==> src/sv/echo_distance_bar_graph_defines.svh <==
// Assertion macros shared by the bar graph modules
`ifndef ECHO_DISTANCE_BAR_GRAPH_DEFINES_SVH
`define ECHO_DISTANCE_BAR_GRAPH_DEFINES_SVH

// Check on every clock edge outside reset
`define EDBG_ASSERT(label, prop, msg) \
  label: assert property (@(posedge clk) disable iff (rst) prop) \
    else $error(msg);

// Check that also holds across reset
`define EDBG_ASSERT_RST(label, prop, msg) \
  label: assert property (@(posedge clk) prop) \
    else $error(msg);

`endif

==> src/sv/edbg_pkg.sv <==
// Shared widths, register codes and the job type of the echo distance bar graph
package edbg_pkg;

  localparam int CM_W      = 9;
  localparam int CNT_W     = 4;
  localparam int WIDTH_W   = 16;
  localparam int MAXD_W    = 19;
  localparam int D_W       = 21;
  localparam int NUM_W     = MAXD_W + CNT_W;
  localparam int PROD_W    = MAXD_W + 8;
  localparam int BRT_W     = 8;
  localparam int IDX_W     = 3;
  localparam int CFG_IDX_W = 4;
  localparam int CFG_DAT_W = 9;

  localparam int MAX_LEDS_DEF = 8;

  localparam int CM_TO_MILLI  = 1000;
  localparam int MILLI_PER_US = 17;

  localparam int QUEUE_DEPTH = 2;
  localparam int QPTR_W      = 1;
  localparam int QCNT_W      = 2;

  localparam logic [CFG_IDX_W-1:0] CFG_MAX_DISTANCE = 4'd0;
  localparam logic [CFG_IDX_W-1:0] CFG_LED_COUNT    = 4'd1;

  localparam logic [CM_W-1:0]  MAX_DIST_RST  = 9'd25;
  localparam logic [CNT_W-1:0] LED_COUNT_RST = 4'd7;

  localparam logic [BRT_W-1:0] FULL_ON = 8'hFF;

  typedef struct packed {
    logic [MAXD_W-1:0] maxd;
    logic [NUM_W-1:0]  num;
    logic [CNT_W-1:0]  n;
  } edbg_job_t;

endpackage

==> src/sv/edbg_front.sv <==
// Front part: accepts echo widths and forms the scaled bar level numerator
module edbg_front #(
  parameter int MAX_LEDS = edbg_pkg::MAX_LEDS_DEF
) (
  input  logic                         clk,
  input  logic                         rst,
  input  logic                         echo_valid,
  output logic                         echo_stall,
  input  logic [edbg_pkg::WIDTH_W-1:0] echo_width_us,
  input  logic [edbg_pkg::CM_W-1:0]    max_distance_cm,
  input  logic [edbg_pkg::CNT_W-1:0]   led_count,
  output logic                         job_valid,
  output edbg_pkg::edbg_job_t          job,
  input  logic                         job_full
);
  import edbg_pkg::*;

  logic              a_valid;
  logic [D_W-1:0]    a_d;
  logic [MAXD_W-1:0] a_maxd;
  logic [CNT_W-1:0]  a_n;
  logic              b_valid;
  edbg_job_t         b_job;

  logic              a_move;
  logic              b_move;
  logic [CM_W-1:0]   cm_eff;
  logic [CNT_W-1:0]  n_eff;
  logic [MAXD_W-1:0] d_clamp;
  logic [MAXD_W-1:0] gap;

  assign b_move     = !b_valid || !job_full;
  assign a_move     = !a_valid || b_move;
  assign echo_stall = a_valid && !b_move;
  assign job_valid  = b_valid;
  assign job        = b_job;

  always_comb begin
    cm_eff = (max_distance_cm == '0) ? CM_W'(1) : max_distance_cm;
    if (led_count == '0) begin
      n_eff = CNT_W'(1);
    end else if ({1'b0, led_count} > (CNT_W + 1)'(MAX_LEDS)) begin
      n_eff = CNT_W'(MAX_LEDS);
    end else begin
      n_eff = led_count;
    end
  end

  // timeout and out-of-range echoes sit at full scale
  always_comb begin
    if (a_d == '0 || a_d > D_W'(a_maxd)) begin
      d_clamp = a_maxd;
    end else begin
      d_clamp = a_d[MAXD_W-1:0];
    end
    gap = a_maxd - d_clamp;
  end

  always_ff @(posedge clk) begin
    if (rst) begin
      a_valid <= 1'b0;
      b_valid <= 1'b0;
    end else begin
      if (a_move) begin
        a_valid <= echo_valid;
      end
      if (b_move) begin
        b_valid <= a_valid;
      end
    end
  end

  always_ff @(posedge clk) begin
    if (a_move && echo_valid) begin
      a_d    <= D_W'(echo_width_us) * D_W'(MILLI_PER_US);
      a_maxd <= MAXD_W'(cm_eff) * MAXD_W'(CM_TO_MILLI);
      a_n    <= n_eff;
    end
    if (b_move && a_valid) begin
      b_job.maxd <= a_maxd;
      b_job.num  <= NUM_W'(a_n) * NUM_W'(gap);
      b_job.n    <= a_n;
    end
  end

endmodule

==> src/sv/edbg_queue.sv <==
// Two-entry job queue between the front and back parts
`include "echo_distance_bar_graph_defines.svh"

module edbg_queue (
  input  logic                clk,
  input  logic                rst,
  input  logic                push,
  input  edbg_pkg::edbg_job_t data_in,
  output logic                full,
  input  logic                pop,
  output edbg_pkg::edbg_job_t data_out,
  output logic                empty
);
  import edbg_pkg::*;

  edbg_job_t         slots [QUEUE_DEPTH];
  logic [QPTR_W-1:0] wr_ptr;
  logic [QPTR_W-1:0] rd_ptr;
  logic [QCNT_W-1:0] count;

  assign full     = (count == QCNT_W'(QUEUE_DEPTH));
  assign empty    = (count == '0);
  assign data_out = slots[rd_ptr];

  always_ff @(posedge clk) begin
    if (rst) begin
      wr_ptr <= '0;
      rd_ptr <= '0;
      count  <= '0;
    end else begin
      if (push) begin
        wr_ptr <= wr_ptr + QPTR_W'(1);
      end
      if (pop) begin
        rd_ptr <= rd_ptr + QPTR_W'(1);
      end
      if (push && !pop) begin
        count <= count + QCNT_W'(1);
      end else if (pop && !push) begin
        count <= count - QCNT_W'(1);
      end
    end
  end

  always_ff @(posedge clk) begin
    if (push) begin
      slots[wr_ptr] <= data_in;
    end
  end

  `EDBG_ASSERT(a_no_push_full, push |-> !full, "push into full queue")
  `EDBG_ASSERT(a_no_pop_empty, pop |-> !empty, "pop from empty queue")
  `EDBG_ASSERT(a_count_bound, count <= QCNT_W'(QUEUE_DEPTH), "queue count overflow")
  `EDBG_ASSERT(a_count_step, (push && !pop) |=> (count == $past(count) + QCNT_W'(1)), "queue count did not advance")

endmodule

==> src/sv/edbg_back.sv <==
// Back part: shared restoring divider and per-LED brightness sequencer
`include "echo_distance_bar_graph_defines.svh"

module edbg_back #(
  parameter int MAX_LEDS = edbg_pkg::MAX_LEDS_DEF
) (
  input  logic                       clk,
  input  logic                       rst,
  input  edbg_pkg::edbg_job_t        job,
  input  logic                       job_empty,
  output logic                       job_pop,
  output logic                       led_valid,
  input  logic                       led_stall,
  output logic [edbg_pkg::IDX_W-1:0] led_index,
  output logic [edbg_pkg::BRT_W-1:0] brightness,
  output logic                       last
);
  import edbg_pkg::*;

  localparam int QW = (MAX_LEDS > 1) ? $clog2(MAX_LEDS) : 1;

  localparam logic [2:0] ST_IDLE  = 3'd0;
  localparam logic [2:0] ST_QUOT  = 3'd1;
  localparam logic [2:0] ST_SCALE = 3'd2;
  localparam logic [2:0] ST_FRAC  = 3'd3;
  localparam logic [2:0] ST_EMIT  = 3'd4;

  logic [2:0]        state;
  logic [PROD_W-1:0] rem;
  logic [MAXD_W-1:0] maxd;
  logic [CNT_W-1:0]  n;
  logic [QW-1:0]     q;
  logic [BRT_W-1:0]  part;
  logic [2:0]        k;
  logic [CNT_W-1:0]  i;

  logic [PROD_W-1:0] div_shift;
  logic              ge;
  logic              out_free;
  logic              at_last;
  logic [BRT_W-1:0]  brt_next;

  assign div_shift = PROD_W'(maxd) << k;
  assign ge        = (rem >= div_shift);
  assign out_free  = !led_valid || !led_stall;
  assign at_last   = (i == n - CNT_W'(1));
  assign job_pop   = (state == ST_IDLE) && !job_empty;

  always_comb begin
    if (i < CNT_W'(q)) begin
      brt_next = FULL_ON;
    end else if (i == CNT_W'(q)) begin
      brt_next = part;
    end else begin
      brt_next = '0;
    end
  end

  always_ff @(posedge clk) begin
    if (rst) begin
      state     <= ST_IDLE;
      led_valid <= 1'b0;
    end else begin
      // raise on a new LED, hold while stalled, drop once taken
      led_valid <= ((state == ST_EMIT) && out_free) || (led_valid && led_stall);
      case (state)
        ST_IDLE: begin
          if (!job_empty) begin
            state <= ST_QUOT;
          end
        end
        ST_QUOT: begin
          if (k == '0) begin
            state <= ST_SCALE;
          end
        end
        ST_SCALE: begin
          state <= ST_FRAC;
        end
        ST_FRAC: begin
          if (k == '0) begin
            state <= ST_EMIT;
          end
        end
        ST_EMIT: begin
          if (out_free && at_last) begin
            state <= ST_IDLE;
          end
        end
        default: begin
          state <= ST_IDLE;
        end
      endcase
    end
  end

  always_ff @(posedge clk) begin
    case (state)
      ST_IDLE: begin
        if (!job_empty) begin
          rem  <= PROD_W'(job.num);
          maxd <= job.maxd;
          n    <= job.n;
          q    <= '0;
          k    <= 3'(QW - 1);
        end
      end
      ST_QUOT: begin
        // one quotient bit per cycle, divisor shifted down each step
        if (ge) begin
          rem <= rem - div_shift;
        end
        q <= QW'({q, ge});
        k <= k - 3'd1;
      end
      ST_SCALE: begin
        rem  <= (rem << 8) - rem;
        part <= '0;
        k    <= 3'd7;
      end
      ST_FRAC: begin
        if (ge) begin
          rem <= rem - div_shift;
        end
        part <= {part[BRT_W-2:0], ge};
        k    <= k - 3'd1;
        i    <= '0;
      end
      ST_EMIT: begin
        if (out_free) begin
          led_index  <= i[IDX_W-1:0];
          brightness <= brt_next;
          last       <= at_last;
          i          <= i + CNT_W'(1);
        end
      end
      default: begin
        k <= '0;
      end
    endcase
  end

  `EDBG_ASSERT(a_q_below_n, (state == ST_EMIT) |-> (CNT_W'(q) < n), "bar level reached LED count")
  `EDBG_ASSERT(a_load_nonzero, job_pop |-> (job.n != '0), "job with zero LEDs")
  `EDBG_ASSERT(a_last_closes, (state == ST_EMIT && out_free && at_last) |=> (state == ST_IDLE && led_valid && last), "final LED did not close the measurement")
  `EDBG_ASSERT_RST(a_rst_clears, rst |=> (!led_valid && state == ST_IDLE), "reset left output pending")

endmodule

==> src/sv/echo_distance_bar_graph.sv <==
// Ultrasonic echo width to LED bar graph brightness sequence
//
// Echo channel: echo_valid/echo_stall carry one echo_width_us per
// transaction; a zero width means timeout and lights nothing.
// LED channel: led_valid/led_stall carry one brightness per driven LED,
// led_index 0 first, with last set on the final LED of the measurement.
// Config channel: cfg_valid/cfg_ready write max_distance_cm (index 0) or
// led_count (index 1); cfg_ready is always high. Write only while idle.
// The back part works on one measurement at a time, paced by the single
// shared restoring divider, one quotient bit per cycle, and by the n
// driven LEDs that it emits in turn.
// A two-entry queue lets the front part keep taking echoes while the
// back part divides or waits on a stalled LED channel.
// Reset clears all pending work and returns max_distance_cm to 25 and
// led_count to 7. A stalled LED transaction holds its payload; once the
// queue and both front stages fill, echo_stall rises.
module echo_distance_bar_graph #(
  parameter int MAX_LEDS = edbg_pkg::MAX_LEDS_DEF
) (
  input  logic                           clk,
  input  logic                           rst,
  input  logic                           echo_valid,
  output logic                           echo_stall,
  input  logic [edbg_pkg::WIDTH_W-1:0]   echo_width_us,
  output logic                           led_valid,
  input  logic                           led_stall,
  output logic [edbg_pkg::IDX_W-1:0]     led_index,
  output logic [edbg_pkg::BRT_W-1:0]     brightness,
  output logic                           last,
  input  logic                           cfg_valid,
  output logic                           cfg_ready,
  input  logic [edbg_pkg::CFG_IDX_W-1:0] cfg_index,
  input  logic [edbg_pkg::CFG_DAT_W-1:0] cfg_data
);
  import edbg_pkg::*;

  logic [CM_W-1:0]  max_distance_cm;
  logic [CNT_W-1:0] led_count;

  logic      q_push;
  logic      q_full;
  logic      q_pop;
  logic      q_empty;
  edbg_job_t front_job;
  edbg_job_t back_job;

  assign cfg_ready = 1'b1;

  always_ff @(posedge clk) begin
    if (rst) begin
      max_distance_cm <= MAX_DIST_RST;
      led_count       <= LED_COUNT_RST;
    end else if (cfg_valid && cfg_ready) begin
      case (cfg_index)
        CFG_MAX_DISTANCE: max_distance_cm <= cfg_data[CM_W-1:0];
        CFG_LED_COUNT:    led_count       <= cfg_data[CNT_W-1:0];
        default: begin
        end
      endcase
    end
  end

  edbg_front #(
    .MAX_LEDS(MAX_LEDS)
  ) u_front (
    .clk            (clk),
    .rst            (rst),
    .echo_valid     (echo_valid),
    .echo_stall     (echo_stall),
    .echo_width_us  (echo_width_us),
    .max_distance_cm(max_distance_cm),
    .led_count      (led_count),
    .job_valid      (q_push),
    .job            (front_job),
    .job_full       (q_full)
  );

  edbg_queue u_queue (
    .clk     (clk),
    .rst     (rst),
    .push    (q_push && !q_full),
    .data_in (front_job),
    .full    (q_full),
    .pop     (q_pop),
    .data_out(back_job),
    .empty   (q_empty)
  );

  edbg_back #(
    .MAX_LEDS(MAX_LEDS)
  ) u_back (
    .clk       (clk),
    .rst       (rst),
    .job       (back_job),
    .job_empty (q_empty),
    .job_pop   (q_pop),
    .led_valid (led_valid),
    .led_stall (led_stall),
    .led_index (led_index),
    .brightness(brightness),
    .last      (last)
  );

endmodule
==> config.mk <==
export PLATFORM = sky130hd
export DESIGN_NAME = echo_distance_bar_graph
export DESIGN_NICKNAME = d
export VERILOG_FILES = /design/src/sv/edbg_pkg.sv /design/src/sv/edbg_front.sv /design/src/sv/edbg_queue.sv /design/src/sv/edbg_back.sv /design/src/sv/echo_distance_bar_graph.sv
export VERILOG_INCLUDE_DIRS = /design/src /design/src/sv
export SDC_FILE = /design/constraint.sdc
export NUM_CORES = 1
export LEC_CHECK = 0
export ABC_AREA = 1
export BUFFER_PORTS_ARGS = -buffer_cell sky130_fd_sc_hd__clkbuf_2
export CAP_MARGIN = 5
export CORE_ASPECT_RATIO = 1.75
export CORE_MARGIN = 5
export CORE_UTILIZATION = 40
export DETAILED_ROUTE_END_ITERATION = 10
export PLACE_DENSITY = 0.58
export SYNTH_ARGS = -nofsm -noshare
export SYNTH_HDL_FRONTEND = slang
export SYNTH_HIERARCHICAL = 1
export SYNTH_SLANG_ARGS = --single-unit
==> constraint.sdc <==
create_clock -name clk -period 7.2 [get_ports clk]
set_input_delay 1.44 -clock clk [delete_from_list [all_inputs] [get_ports clk]]
set_output_delay 1.44 -clock clk [all_outputs]
set_load 0.005 [all_outputs]
=== Word level (Yosys, flattened, before mapping) ===
Memories as Yosys holds them, arrays and structs flattened. A register that Yosys moved wholly into a read port is not among the register bits.
Index checks and enable logic that the tools add are counted.

* Flip-flop bits (word level): 187
* Memory bits (writable): 86
* Bits of input ports: 34
* Output and inout port bits: 15
* Logic and storage cells: 133
* Memories kept: 1

* Add/sub/neg operators: 10
* Multiply operators: 3
* Magnitude comparators: 4
* Equal/unequal tests: 14
* Shift-type cells: 1
* Mux-type cells: 25
* Bitwise gates (word level): 2
* Reductions and logical operators: 47

{| class="wikitable"
|+ Memories
! memory !! words !! bits a word !! rd ports !! clocked after Yosys merged registers in !! wr ports !! RTL line !! text
|-
| u_queue.slots || 2 || 43 || 1 || 1 || 1 || edbg_queue.sv:16 || <nowiki>edbg_job_t slots [QUEUE_DEPTH];</nowiki>
|}

{| class="wikitable"
|+ Operators with widths
! cell !! count
|-
| case mux 27 bit (3 select lines) || 1
|-
| 2-to-1 mux 27 bit || 2
|-
| subtractor 27 bit || 2
|-
| >= comparator 27 bit || 1
|-
| << shifter 19 x 3 -> 27 bit || 1
|-
| multiplier 4 x 19 -> 23 bit || 1
|-
| > comparator 21 x 19 -> 1 bit || 1
|-
| zero test 21 bit || 1
|-
| multiplier 16 x 5 -> 21 bit, second input constant || 1
|-
| 2-to-1 mux 19 bit || 1
|-
| subtractor 19 bit || 1
|-
| 2-to-1 mux 3 bit || 6
|-
| multiplier 9 x 7 -> 16 bit, second input constant || 1
|-
| case mux 8 bit (2 select lines) || 1
|-
| case mux 3 bit (5 select lines) || 1
|-
| AND reduction 2 bit || 7
|-
| case mux 3 bit (4 select lines) || 1
|-
| logical AND 1 bit || 10
|-
| zero test 1 bit || 9
|-
| zero test 9 bit || 1
|-
| 2-to-1 mux 9 bit || 1
|-
| zero test 4 bit || 2
|-
| 2-to-1 mux 4 bit || 2
|-
| 2-to-1 mux 8 bit || 1
|-
| other kinds (30) || 50
|}

=== Depth between registers and ports, before layout ===
* Depth after elaboration: 7
* Mapped depth: 41
* Depth with buffers taken out: 38

=== Cells and area by module ===
Netlist, hierarchy kept.

{| class="wikitable"
|+ Modules (own cells, without submodules)
! module !! instances !! cells an instance !! area an instance (µm²) !! seq. area each (µm²)
|-
| edbg_front || 1 || 983 || 8728.4 || 2562.5
|-
| edbg_back || 1 || 1290 || 8167.8 || 2482.4
|-
| edbg_queue || 1 || 176 || 3748.6 || 2862.7
|-
| echo_distance_bar_graph || 1 || 98 || 685.7 || 260.2
|}

=== Worst setup path before layout ===
Ideal clock, no wire load.

* Path kind: register to register
* From: register u_front.a_d[18]
* To: register u_front.b_job (netlist bit u_front/job[24]), data pin
* Setup time: 265 ps
* Arrival: 5781 ps
* Required time: 6935 ps
* Slack: 1154 ps
* Stages on the path, launching flop included: 34
* Buffers on the path: 3
* Clock period less this slack: 6046 ps
* Cells stage by stage: edfxtp_1 > ha_1 > nand2_1 > nor2_1 > nand2_1 > nor3_1 > nand3_1 > nand2_1 > and2_4 > buf_8 > inv_2 > buf_2 > buf_2 > o21ai_0 > ha_1 > a21o_1 > a21oi_1 > nand2_1 > xnor2_1 > nor2_1 > fa_1 > inv_1 > fa_1 > inv_1 > ha_1 > a21oi_1 > inv_1 > a31oi_1 > nand2_1 > a21boi_0 > o21ai_0 > a21oi_1 > o21ai_0 > xor2_1

* Longest elaborated chain between the ends: 5
* Elaborated cells on any way between the ends: 6
* Those cells by class: 1 x add/sub; 1 x mul; 1 x order compare; 1 x mux; 2 x reduce/logical

{| class="wikitable"
|+ RTL lines
! element !! RTL line !! text
|-
| start: declaration || edbg_front.sv:19 || <nowiki>logic [D_W-1:0] a_d;</nowiki>
|-
| start signal: assignment || edbg_front.sv:75 || <nowiki>a_d <= D_W'(echo_width_us) * D_W'(MILLI_PER_US);</nowiki>
|-
| > comparator 21 x 19 -> 1 bit / zero test 21 bit (equally long branches) || edbg_front.sv:51 || <nowiki>if (a_d == '0 || a_d > D_W'(a_maxd)) begin</nowiki>
|-
| logical OR 1 bit || edbg_front.sv:51 ||
|-
| 2-to-1 mux 19 bit (*) || edbg_front.sv:51 ||
|-
| subtractor 19 bit (*) || edbg_front.sv:56 || <nowiki>gap = a_maxd - d_clamp;</nowiki>
|-
| multiplier 4 x 19 -> 23 bit (*) || edbg_front.sv:81 || <nowiki>b_job.num <= NUM_W'(a_n) * NUM_W'(gap);</nowiki>
|-
| end: declaration || edbg_front.sv:23 || <nowiki>edbg_job_t b_job;</nowiki>
|}

Every way passes the cells marked *; elsewhere a longest branch is shown, timed or not.
A chain may end at the register's enable or synchronous reset.

=== Worst setup path after layout ===
* From: register u_front.a_d[18]
* To: register u_front.b_job (netlist bit u_front/job[25]), data pin

The elaborated chain is that of the path after synthesis.

==> parameters.txt <==
Parameter                              Value

GRT
  Maximum number of pins on one net before global-route repair    48
  All-layer global routing usage    20.3%
  Global-route wire length before repair    91.3 mm
  Number of antenna violations at the first check in global routing    0
  Via count of the first global-routing pass    17.0k
  Total gr overflow    0

Clock network
  Clk Latency, worst-skew pair    0.58 ns
  Root Buffer Master    sky130_fd_sc_hd__clkbuf_16
  Clock Sink Count    280
  Number of buffers created by CTS    29
  CTS H-Tree Depth    1
  Deepest clock path buffer count    3
  Post-CTS clock slew at the launch and capture registers of the worst setup and hold paths    0.06 ns
  Post-CTS Hold Fix Bufs    0
  Clock tree from TritonCTS    done

Drt
  Post-detailed-route DRC marker count    0
  Final wirelength    58.6 mm
  Iteration count of the initial detailed-routing pass    5
  Number of routed nets with antenna violations    0
  Initial DRC Count    660
  Routed via count divided by cell count    5.00
  Average wire per standard cell    17.7 µm
  Routed via count    16.5k

Layout
  Count of non-filler cells in the finished layout    3,303
  Layout cell share with drive strength beyond 1    9.85%
  Count of filler cells inserted in the layout    5,289
  Top library cells by usage in the layout, fill and taps aside    634 x sky130_fd_sc_hd__nand2_1, 435 x sky130_fd_sc_hd__inv_1, 256 x sky130_fd_sc_hd__edfxtp_1
  Most common library cell in the layout ignoring fill and taps    sky130_fd_sc_hd__nand2_1
  Layout area overhead    8.68%
  Layout net count    2,868
  Design area    23,200 µm²
  Antenna diode instance count    0

Critical path
  Buffers and inverters on the worst path    3
  Crit-path slowest cell    sky130_fd_sc_hd__fa_1
  CP endpoint kind    flip-flop
  Cell seen most often among critical-path stages    sky130_fd_sc_hd__nand2_1
  Required time worst endpoint    7.51 ns
  Type of the worst setup path    reg2reg
  Setup crit start kind    flip-flop
  Crit path largest cell delay    0.52 ns
  CP arrival    6.92 ns
  Top fanout value on the critical path    29
  Cell class contributing the biggest share of worst-path delay    adder cells

STA
  Tcrit/Tclk final    91.8%
  Least-Margin Pin Slew    1.16 ns
  Post-layout minimum cycle time    6.61 ns
  Layout Skew    0.0304 ns
  Setup TNS after final layout    0 ns
  RSZ-0062 raised after global routing    false
  Final setup viols    0
  Final count of hold timing violations    0
  Maximum operating frequency    151 MHz
  Total count of max-transition violations in the final report    0
  Post-Route Hold Slack    0.444 ns
  Slew headroom    22.5%

Synth
  Fraction of synthesis flops using an asynchronous set or reset pin    0%
  Cells after Synth    2,547
  Largest area contributor in the netlist    sky130_fd_sc_hd__edfxtp_1
  Area contributors post-synth    sky130_fd_sc_hd__edfxtp_1 36%, sky130_fd_sc_hd__nand2_1 11%, sky130_fd_sc_hd__ha_1 10%
  Synthesis warning total    6
  Total standard cell area after synthesis    21,300 µm²
  Flip-flop and latch count after synthesis    280
  Post-synth top area share    36.0%
  Post-synth cell types    62
  Number of flops mapped to enable cells by yosys    256
  Seq/Total Area, Yosys    38.3%
  Mean area per synthesized cell    8.37 µm²
  Most common flop cell mapped by yosys    sky130_fd_sc_hd__edfxtp_1

Floorplanning
  Die outline area    58,200 µm²
  Row Count    112
  Initial core utilization    40.2%
  Width of the chip    185 µm
  Core Area    53,100 µm²
  Die height    315 µm
  Number of top-level design ports    49

Placed design
  Routability congestion estimate from global placement    0.990
  Post-Place Cell Area    22,200 µm²
  Cell count after placement    3,249
  Port Buf Inserts    47
  Detailed Place HPWL    49.5 mm

Status
  Run status    finished clean

Worst hold path
  Classification of the worst-slack hold path    reg2reg

Flow run
  Count of maximum capacitance violations    0
-- registers in the layout, indices dropped and copies added (netlist names), 8 cells and up, named ones only --
| signal | cells |
|---|---|
| max_distance_cm | 9 |
| u_back/part | 8 |
| u_front/job | 43 |
| u_back/brightness | 8 |
| u_back/rem | 27 |
| u_queue/slots | 92 |
| u_front/a_d | 21 |
| u_back/maxd | 19 |
| u_front/a_maxd | 16 |
-- kinds of logic (layout without fill, tap and decap cells) --
kind of cell	Yosys count	after routing	share of synthesized area [%]
other	2	4	0.0352
AND/OR/NAND/NOR	1171	1171	23.9
buffers and inverters	500	570	9.57
flip-flops	280	280	38.3
multiplexers	48	48	3.23
XOR/XNOR	59	59	2.53
adder cells (fa/ha/maj)	238	238	16.1
AO/OA/AOI/OAI	249	249	6.35
-- synthesized netlist by cell type (38+ instances only) --
cell                         n
sky130_fd_sc_hd__nor2_1    217
sky130_fd_sc_hd__a21oi_1   110
sky130_fd_sc_hd__inv_1     436
sky130_fd_sc_hd__nand4_1    44
sky130_fd_sc_hd__fa_1       60
sky130_fd_sc_hd__mux2_4     40
sky130_fd_sc_hd__nand3_1   159
sky130_fd_sc_hd__edfxtp_1  256
sky130_fd_sc_hd__nand2_1   634
sky130_fd_sc_hd__xor2_1     38
sky130_fd_sc_hd__o21ai_0    89
sky130_fd_sc_hd__ha_1      178
-- through the flow --
| stage | util (%) | worst slack (ns) |
|---|---|---|
| floorplan | - | 1.15 |
| global placement | 41.8 | 0.471 |
| detailed placement | 41.8 | 0.377 |
| CTS | 43.6 | 0.325 |
| global route | 43.6 | 0.0132 |
| finish | 43.6 | 0.592 |
-- area by class of cell --
class                           count  area, µm²  area share [%]
Multi-Input combinational cell   1769      11200            48.1
Sequential cell                   280       8170            35.2
Inverter                          458       1720            7.43
Tap cell                          684        856            3.69
Clock buffer                       33        741            3.20
Timing Repair Buffer               58        318            1.37
Clock inverter                     21        215           0.928
-- per-layer routing --
metal / up-vias / global-route usage [%] / routed length (µm)
li1: 8366 / - / -
met1: 7687 / 18.2 / 18900
met3: 156 / 1.68 / 1380
met4: 0 / 14.2 / 5020
met2: 295 / 41.1 / 33300
met5: - / 0 / 0
-- final timing paths --
path                                  start                        endpoint  slack (ns)  cells after the start
setup / recovery  u_front/a_d[18]$_DFFE_PP_       u_front/job[25]$_DFFE_PP_        0.59                     32
hold / removal    u_front/job[22]$_DFFE_PP_  u_queue/slots[1][22]$_DFFE_PP_        0.44                      0
setup reg to reg  u_front/a_d[18]$_DFFE_PP_       u_front/job[25]$_DFFE_PP_        0.59                     32
hold reg to reg   u_front/job[22]$_DFFE_PP_  u_queue/slots[1][22]$_DFFE_PP_        0.44                      0
-- repair_timing --
action,in CTS,in global routing
buffers inserted,0,0
gates resized for setup,0,5
endpoints found under the setup margin,0,7
Power is left out: the tool's default activity adds up to more than one toggle a clock period on the data nets, which glitch-free logic cannot reach.
